===== src/design/rmd_pkg.sv =====
package rmd_pkg;

    localparam int DATA_WIDTH_DEF = 64;   // default operand width
    localparam int FIELD_W        = 64;   // port width of every data field
    localparam int STATUS_W       = 2;

    typedef enum logic [STATUS_W-1:0] {
        ST_OK       = 2'd0,
        ST_OVERFLOW = 2'd1,
        ST_DIV_ZERO = 2'd2
    } status_t;

    // per-stage control carried alongside the datapath
    typedef struct packed {
        logic valid;
        logic neg;   // result sign
        logic dz;    // divisor was zero
    } ctl_t;

endpackage


===== src/design/rmd_div_cell.sv =====
module rmd_div_cell #(
    parameter int DATA_WIDTH = rmd_pkg::DATA_WIDTH_DEF
) (
    input  logic                    clk,
    input  logic                    rst_n,
    input  logic                    en,
    input  rmd_pkg::ctl_t           ctl_i,
    input  logic [DATA_WIDTH-1:0]   rem_i,
    input  logic [2*DATA_WIDTH-1:0] nq_i,
    input  logic [DATA_WIDTH-1:0]   d_i,
    output rmd_pkg::ctl_t           ctl_o,
    output logic [DATA_WIDTH-1:0]   rem_o,
    output logic [2*DATA_WIDTH-1:0] nq_o,
    output logic [DATA_WIDTH-1:0]   d_o
);
    import rmd_pkg::*;

    localparam int W = DATA_WIDTH;

    // nq: numerator bits still to go in the top, quotient bits entering at the bottom
    logic [W:0]     trial;
    logic [W:0]     diff;
    logic           qbit;
    logic [W-1:0]   rem_reg, rem_next;
    logic [2*W-1:0] nq_reg, nq_next;
    logic [W-1:0]   d_reg;
    ctl_t           ctl_reg;

    always_comb
    begin
        trial    = {rem_i, nq_i[2*W-1]};
        diff     = trial - {1'b0, d_i};
        qbit     = (trial >= {1'b0, d_i});
        rem_next = qbit ? diff[W-1:0] : trial[W-1:0];
        nq_next  = {nq_i[2*W-2:0], qbit};
    end

    always_ff @(posedge clk or negedge rst_n)
    begin
        if (!rst_n)
            ctl_reg <= '0;
        else if (en)
            ctl_reg <= ctl_i;
    end

    always_ff @(posedge clk)
    begin
        if (en)
        begin
            rem_reg <= rem_next;
            nq_reg  <= nq_next;
            d_reg   <= d_i;
        end
    end

    assign ctl_o = ctl_reg;
    assign rem_o = rem_reg;
    assign nq_o  = nq_reg;
    assign d_o   = d_reg;

endmodule


===== config.mk =====
export PLATFORM = sky130hd
export DESIGN_NAME = rmd_div_cell
export DESIGN_NICKNAME = d
export VERILOG_FILES = /design/src/design/rmd_pkg.sv /design/src/design/rmd_div_cell.sv
export SDC_FILE = /design/constraint.sdc
export NUM_CORES = 1
export LEC_CHECK = 0
export ABC_CLOCK_PERIOD_IN_PS = 1200
export BUFFER_PORTS_ARGS = -buffer_cell sky130_fd_sc_hd__buf_2
export CAP_MARGIN = 20
export CORE_AREA = 10 10 197 199
export DETAILED_ROUTE_END_ITERATION = 12
export DIE_AREA = 0 0 207 209
export PLACE_DENSITY = 0.63
export SYNTH_ARGS = -nofsm -noshare
export SYNTH_HDL_FRONTEND = slang
export SYNTH_SLANG_ARGS = --single-unit

===== constraint.sdc =====
create_clock -name clk -period 1.2 [get_ports clk]
set_clock_uncertainty 0.2 [all_clocks]
set_input_delay 0 -clock clk [delete_from_list [all_inputs] [get_ports clk]]
set_output_delay 0 -clock clk [all_outputs]
set_load 0.02 [all_outputs]

==> out/metrics.yaml, run 1 <==
port-buffer-count: 520
grt_usage: 0.275
wl_per_cell_um: 25.4
min_to: "d_o[15]$_DFFE_PP_"
rows: 69
synth_edf_count: 256
fin_total_pwr_w: 0.0307
syn_avg_cell_area_um2: 12.2
initial_core_util: 0.357
layout_commonest_cell: "dlygate4sd3_1"
tritoncts: "built"
final-seq-area_um2: 7760
cp.arrival_ps: 2870
dieHeight_um: 209
postRouteAntennaNets: 0
tightest_slew_ps: 583
fin_crit_ps: 2770
vdd_ir_drop_max_mv: 1.30
hold_path.class: "primary input to register"
drv_slew: 0
cp-start-kind: "primary input"
core_area_um2: 35100
finalSetupViolations: 369
clk_latency_ps: 550
finalHoldViolations: 42
gp_congestion: 0.865
route.detailed.drc: 0
yosys.area.top_type: "edfxtp_1"
yosysWarnings: 0
clk_pin_slew_ps: 70
grt_pass1_vias: 14200
status: "finished, violations left"
nFillCells: 2142
nets: 2567
synth_flop_cell: "edfxtp_1"
critical_path_required_ps: 1300
reg2reg_from: "ctl_o[0]$_DFFE_PN0P_"
grt_pass1_wl_um: 91900
cpPeakStageDelay_ps: 330
antenna_found_initial: 11
setup-tns-final_ps: -118140
crit_path_max_fanout: 3
min_from: "d_i[15]"
criticalPathCategory: "primary input to register"
most-common-layout-cells: "394 x dlygate4sd3_1, 273 x buf_2, 267 x buf_4"
routed_wl_um: 69200
path_cells: "buf_2 -> inv_1 -> ha_1 -> a211o_1 -> a21oi_1 -> a21boi_2 -> buf_4 -> o2111ai_4 -> nand3b_1 -> a21oi_2 -> o31a_1 -> a21o_1 -> a21oi_2 -> xnor2_1 -> mux2_4"
hold_depth: 1
area_delta_synth_final_pct: 104
ff2ff_setup_slack_ps: 20
hpwlAfterDp_um: 39400
grt.overflow.total: 0
syn_inst: 1028
timing.hold.ws_ps: -561
p_leak_nw: 11.1
cts-root-buf: "clkbuf_16"
cts_buffers: 27
netlist.area_leader.share: 0.615
crit_path_frequent_cell: "a21oi_2"
firstDrtPassIters: 5
multiInputGateArea_um2: 5090
dr.first_iter.drc_count: 1206
cts.path.max_buffers: 3
syn_area_um2: 12500
vias_per_cell: 5.17
clock-sinks: 259
die_area_um2: 43300
powerDensity_nw_per_um2: 1200
chipWidth_um: 207
route.vias.total: 14100
failed_checks: "hold timing, setup timing"
max_freq_ghz: 0.362
reg2reg_depth: 2
grt_max_degree: 47
cts_htree_levels: 1
ys_ff_latch: 259
yosysSeqAreaShare: 0.621
post-route-period-util: 2.30
rsz0062_at_grt: "true"
rr_endpoint: "ctl_o[0]$_DFFE_PN0P_"
ios: 521
cp-end-kind: "register"
synth_nets: 1355
slowest_stage: "a211o_1"
synth.distinct_cells: 66
drive_gt1_frac: 0.446
synthTopCellsByArea: "edfxtp_1 61%, ha_1 6.4%, o21ai_0 3.9%"
relSlewSlack: 0.607
async_reset_ff_frac: 0.0116
worst_slack_ps: -1570
max_cap_violations: 0
## cell usage after synthesis (4+ instances only)
cell and instances:
buf_2 14, o21ai_1 6, and2_1 5, a211oi_1 5, and3_1 4, nand3_1 14, o21ai_0 97, or3_1 9
inv_1 83, mux2_2 4, o21bai_1 9, ha_1 64, o211ai_1 6, a31oi_1 5, a21oi_1 81, clkbuf_1 14
nor3_1 9, o21a_1 13, nand2_1 112, xnor2_1 36, nand2b_1 9, edfxtp_1 256, xor2_1 21, nand4_1 20
o22ai_1 4, nor2b_1 6, nor2_1 37, a21o_1 28
## cells by family after synthesis
logic type / synth area share
adder cells (fa/ha/maj): 0.0656
XOR/XNOR: 0.0399
flip-flops: 0.621
multiplexers: 0.00720
AND/OR/NAND/NOR: 0.0882
buffers and inverters: 0.0382
AO/OA/AOI/OAI: 0.140
## stage by stage
stage / cells / cell area [um2] / util / setup WS, ps
after floorplan: 1028 / 12900 / - / -1800
after CTS: 2663 / 24100 / 0.687 / -1440
final: 2729 / 25500 / 0.726 / -1570
after global routing: 2728 / 25500 / 0.726 / -1630
after global placement: 2235 / 17900 / 0.510 / -2190
after detailed placement: 2235 / 17900 / 0.510 / -2320
## per-layer routing
metal	global-route usage	vias to the layer above	wire length (um)
met5	0	-	27
met4	0.126	4	4250
met3	0.0693	225	5750
met2	0.484	879	35100
met1	0.308	6783	24100
li1	-	6226	-
## critical path: cells and delay by family
kind                     cells  cell delay (ps)
buffers and inverters        3              320
AO/OA/AOI/OAI                8             1640
multiplexers                 1              260
AND/OR/NAND/NOR              1              250
adder cells (fa/ha/maj)      1              310
XOR/XNOR                     1               90
## worst max-delay path by stage
stage | from | to | slack, ps
after global placement | nq_i[127] | rem_o[62]$_DFFE_PP_ | -2190
after global routing | d_i[9] | rem_o[52]$_DFFE_PP_ | -1630
final | d_i[9] | rem_o[52]$_DFFE_PP_ | -1570
after detailed placement | nq_i[127] | rem_o[62]$_DFFE_PP_ | -2320
after CTS | nq_i[127] | rem_o[62]$_DFFE_PP_ | -1440
after floorplan | nq_i[127] | rem_o[62]$_DFFE_PP_ | -1800
## sequential cells by signal, indices dropped and copies added (netlist names)
register / count
rem_o: 64
nq_o: 128
ctl_o: 3
d_o: 64
## report_power, final
| group | switching [W] | total [W] | internal (W) |
|---|---|---|---|
| clock network | 0.00393 | 0.00902 | 0.00509 |
| logic | 0.00491 | 0.0101 | 0.00514 |
| registers | 0.000541 | 0.0116 | 0.0111 |
| total | 0.00938 | 0.0307 | 0.0213 |
## repair_timing
action	in CTS	in global routing
setup buffers	17	17
pin swaps	54	22
endpoints found under the hold margin	517	64
setup endpoints to repair	324	325
gates resized for setup	436	216
hold buffers	357	39
gates cloned	6	5
## final cells by class
type / count / area share
diodes: 8 / 0.000786
clock buffers: 36 / 0.0298
clock inverters: 13 / 0.00595
inverters: 83 / 0.0133
multi-input cells: 653 / 0.200
flip-flops and latches: 259 / 0.305
well taps: 461 / 0.0227
repair buffers: 1216 / 0.423
(Power assumes the default switching activity.)
==> run 2, diff against run 1 <==
--- a/config.mk
+++ b/config.mk
@@ -11,6 +11,7 @@
 export CORE_AREA = 10 10 197 199
 export DETAILED_ROUTE_END_ITERATION = 12
 export DIE_AREA = 0 0 207 209
+export GPL_TIMING_DRIVEN = 0
 export PLACE_DENSITY = 0.63
 export SYNTH_ARGS = -nofsm -noshare
 export SYNTH_HDL_FRONTEND = slang
==> run 2 against run 1 <==
  * Sequential share of layout area up 4.9 points
  * Global-route usage down 2.6 points
  * Wire length down 17%
  * Count of clock-buffer cells in the layout unchanged
  * Worst hold slack worse by 5.4 ps
  * Clock power down 3.3%
  * Non-clock buffer count down 269
  * Critical path depth down 1
  * Final area down 14%
  * Core utilization down 10 points
  * First-iteration DRC count down 27%
  * The flow still finishes with violations (hold timing, setup timing)
  * Register-to-register slack better by 120 ps
==> out/metrics.yaml, run 2 (same netlist as run 1, synthesis figures left out) <==
antenna_found_initial: 9
path_buf_inv: 1
cts-root-buf: "clkbuf_16"
core_area_um2: 35100
max_cap_violations: 0
layout_commonest_cell: "buf_2"
rsz0062_at_grt: "true"
dp.cells: 2011
vdd_ir_drop_max_mv: 1.12
largest_reg_flops: 128
slowest_stage: "or3_4"
route.vias.total: 12300
grt_pass1_vias: 12700
cpPeakStageDelay_ps: 420
most-common-layout-cells: "469 x buf_2, 343 x dlygate4sd3_1, 256 x edfxtp_1"
grt_usage: 0.249
status: "finished, violations left"
clockPowerShare: 0.312
powerDensity_nw_per_um2: 1270
cts.path.max_buffers: 3
area_delta_synth_final_pct: 75.5
vias_per_cell: 5.01
cp.arrival_ps: 2900
cp-end-kind: "register"
cts_buffers: 29
firstDrtPassIters: 5
nets: 2300
postRouteAntennaNets: 0
worst_slack_ps: -1590
clock-sinks: 259
post-route-period-util: 2.33
gp_congestion: 0.842
timing.hold.ws_ps: -566
place_ws_ps: -2570
combPwrFrac: 0.282
rows: 69
initial_core_util: 0.357
criticalPathCategory: "primary input to register"
hold_path.class: "primary input to register"
clk_pin_slew_ps: 60
chipWidth_um: 207
drv_slew: 0
routed_wl_um: 57500
ios: 521
path_delay_family: "compound AO/OA/AOI/OAI gates"
tritoncts: "built"
die_area_um2: 43300
p_switching_w: 0.00843
max_freq_ghz: 0.358
cts_htree_levels: 1
p_leak_nw: 9.30
grt.overflow.total: 0
dieHeight_um: 209
fin_crit_ps: 2790
p_seq_frac: 0.406
crit_path_max_fanout: 4
p_sw_frac: 0.301
dr.first_iter.drc_count: 886
finalSetupViolations: 327
hpwlAfterDp_um: 37800
fin_total_pwr_w: 0.0280
relSlewSlack: 0.544
cp-start-kind: "primary input"
path_cells: "buf_6 -> ha_4 -> fa_2 -> and2b_1 -> o31a_1 -> a21boi_4 -> or3_4 -> a211oi_4 -> o21ai_4 -> a211oi_2 -> and3b_2 -> o221ai_2 -> xnor2_1 -> o21ai_1"
drive_gt1_frac: 0.380
failed_checks: "hold timing, setup timing"
wl_per_cell_um: 23.4
final_cell_count_no_fill: 2462
grt_max_degree: 122
tightest_slew_ps: 684
route.detailed.drc: 0
setup-tns-final_ps: -118880
intPower_w: 0.0195
port-buffer-count: 520
finalHoldViolations: 128
grt_pass1_wl_um: 83500
critical_path_required_ps: 1310
clk_latency_ps: 560
[run 2: per-layer routing]
metal | track usage | routed length, um
met1 | 0.274 | 20800
met2 | 0.432 | 28800
met3 | 0.0652 | 4410
met4 | 0.136 | 3400
met5 | 0 | 27
[run 2: path summary, 6_finish.rpt]
check                                startpoint                   end  slack (ps)  cells past startpoint
min in group asynchronous                 rst_n  ctl_o[0]$_DFFE_PN0P_         190                      3
max reg2reg                ctl_o[2]$_DFFE_PN0P_  ctl_o[2]$_DFFE_PN0P_         140                      1
min                                      d_i[9]      d_o[9]$_DFFE_PP_        -570                      1
max in group asynchronous                 rst_n  ctl_o[1]$_DFFE_PN0P_         430                      3
min reg2reg                ctl_o[1]$_DFFE_PN0P_  ctl_o[1]$_DFFE_PN0P_         390                      1
max                                      d_i[0]   rem_o[62]$_DFFE_PP_       -1590                     14
[run 2: power groups by stage]
stage | sequential [W] | clock, W | combinational (W)
after floorplan | 0.0126 | 0 | 0.00234
after CTS | 0.0113 | 0.00876 | 0.00749
final | 0.0113 | 0.00872 | 0.00790
after detailed placement | 0.0114 | 0 | 0.00597
after global routing | 0.0114 | 0.00917 | 0.00841
after global placement | 0.0114 | 0 | 0.00590
[run 2: area by class of cell]
class	count	area, um2
sequential	259	7760
fill	2673	13100
buffer	29	318
clock buffer	36	772
tap	461	577
multi-input combinational	653	5070
clock inverter	17	140
timing repair buffer	918	6970
inverter	83	327
antenna	6	15.0
[run 2: repair_timing]
| action | CTS | global route |
|---|---|---|
| resized for setup | 187 | 53 |
| setup endpoints to repair | 324 | 325 |
| gates cloned | 5 | 0 |
| setup buffers | 37 | 13 |
| hold buffers | 308 | 39 |
| endpoints found under the hold margin | 338 | 137 |
| pin swaps | 36 | 20 |
[run 2: stage by stage]
step	cell area (um2)	util
after detailed placement	16100	0.461
after CTS	21300	0.607
after floorplan	12900	-
after global routing	22000	0.626
final	22000	0.626
after global placement	16100	0.459
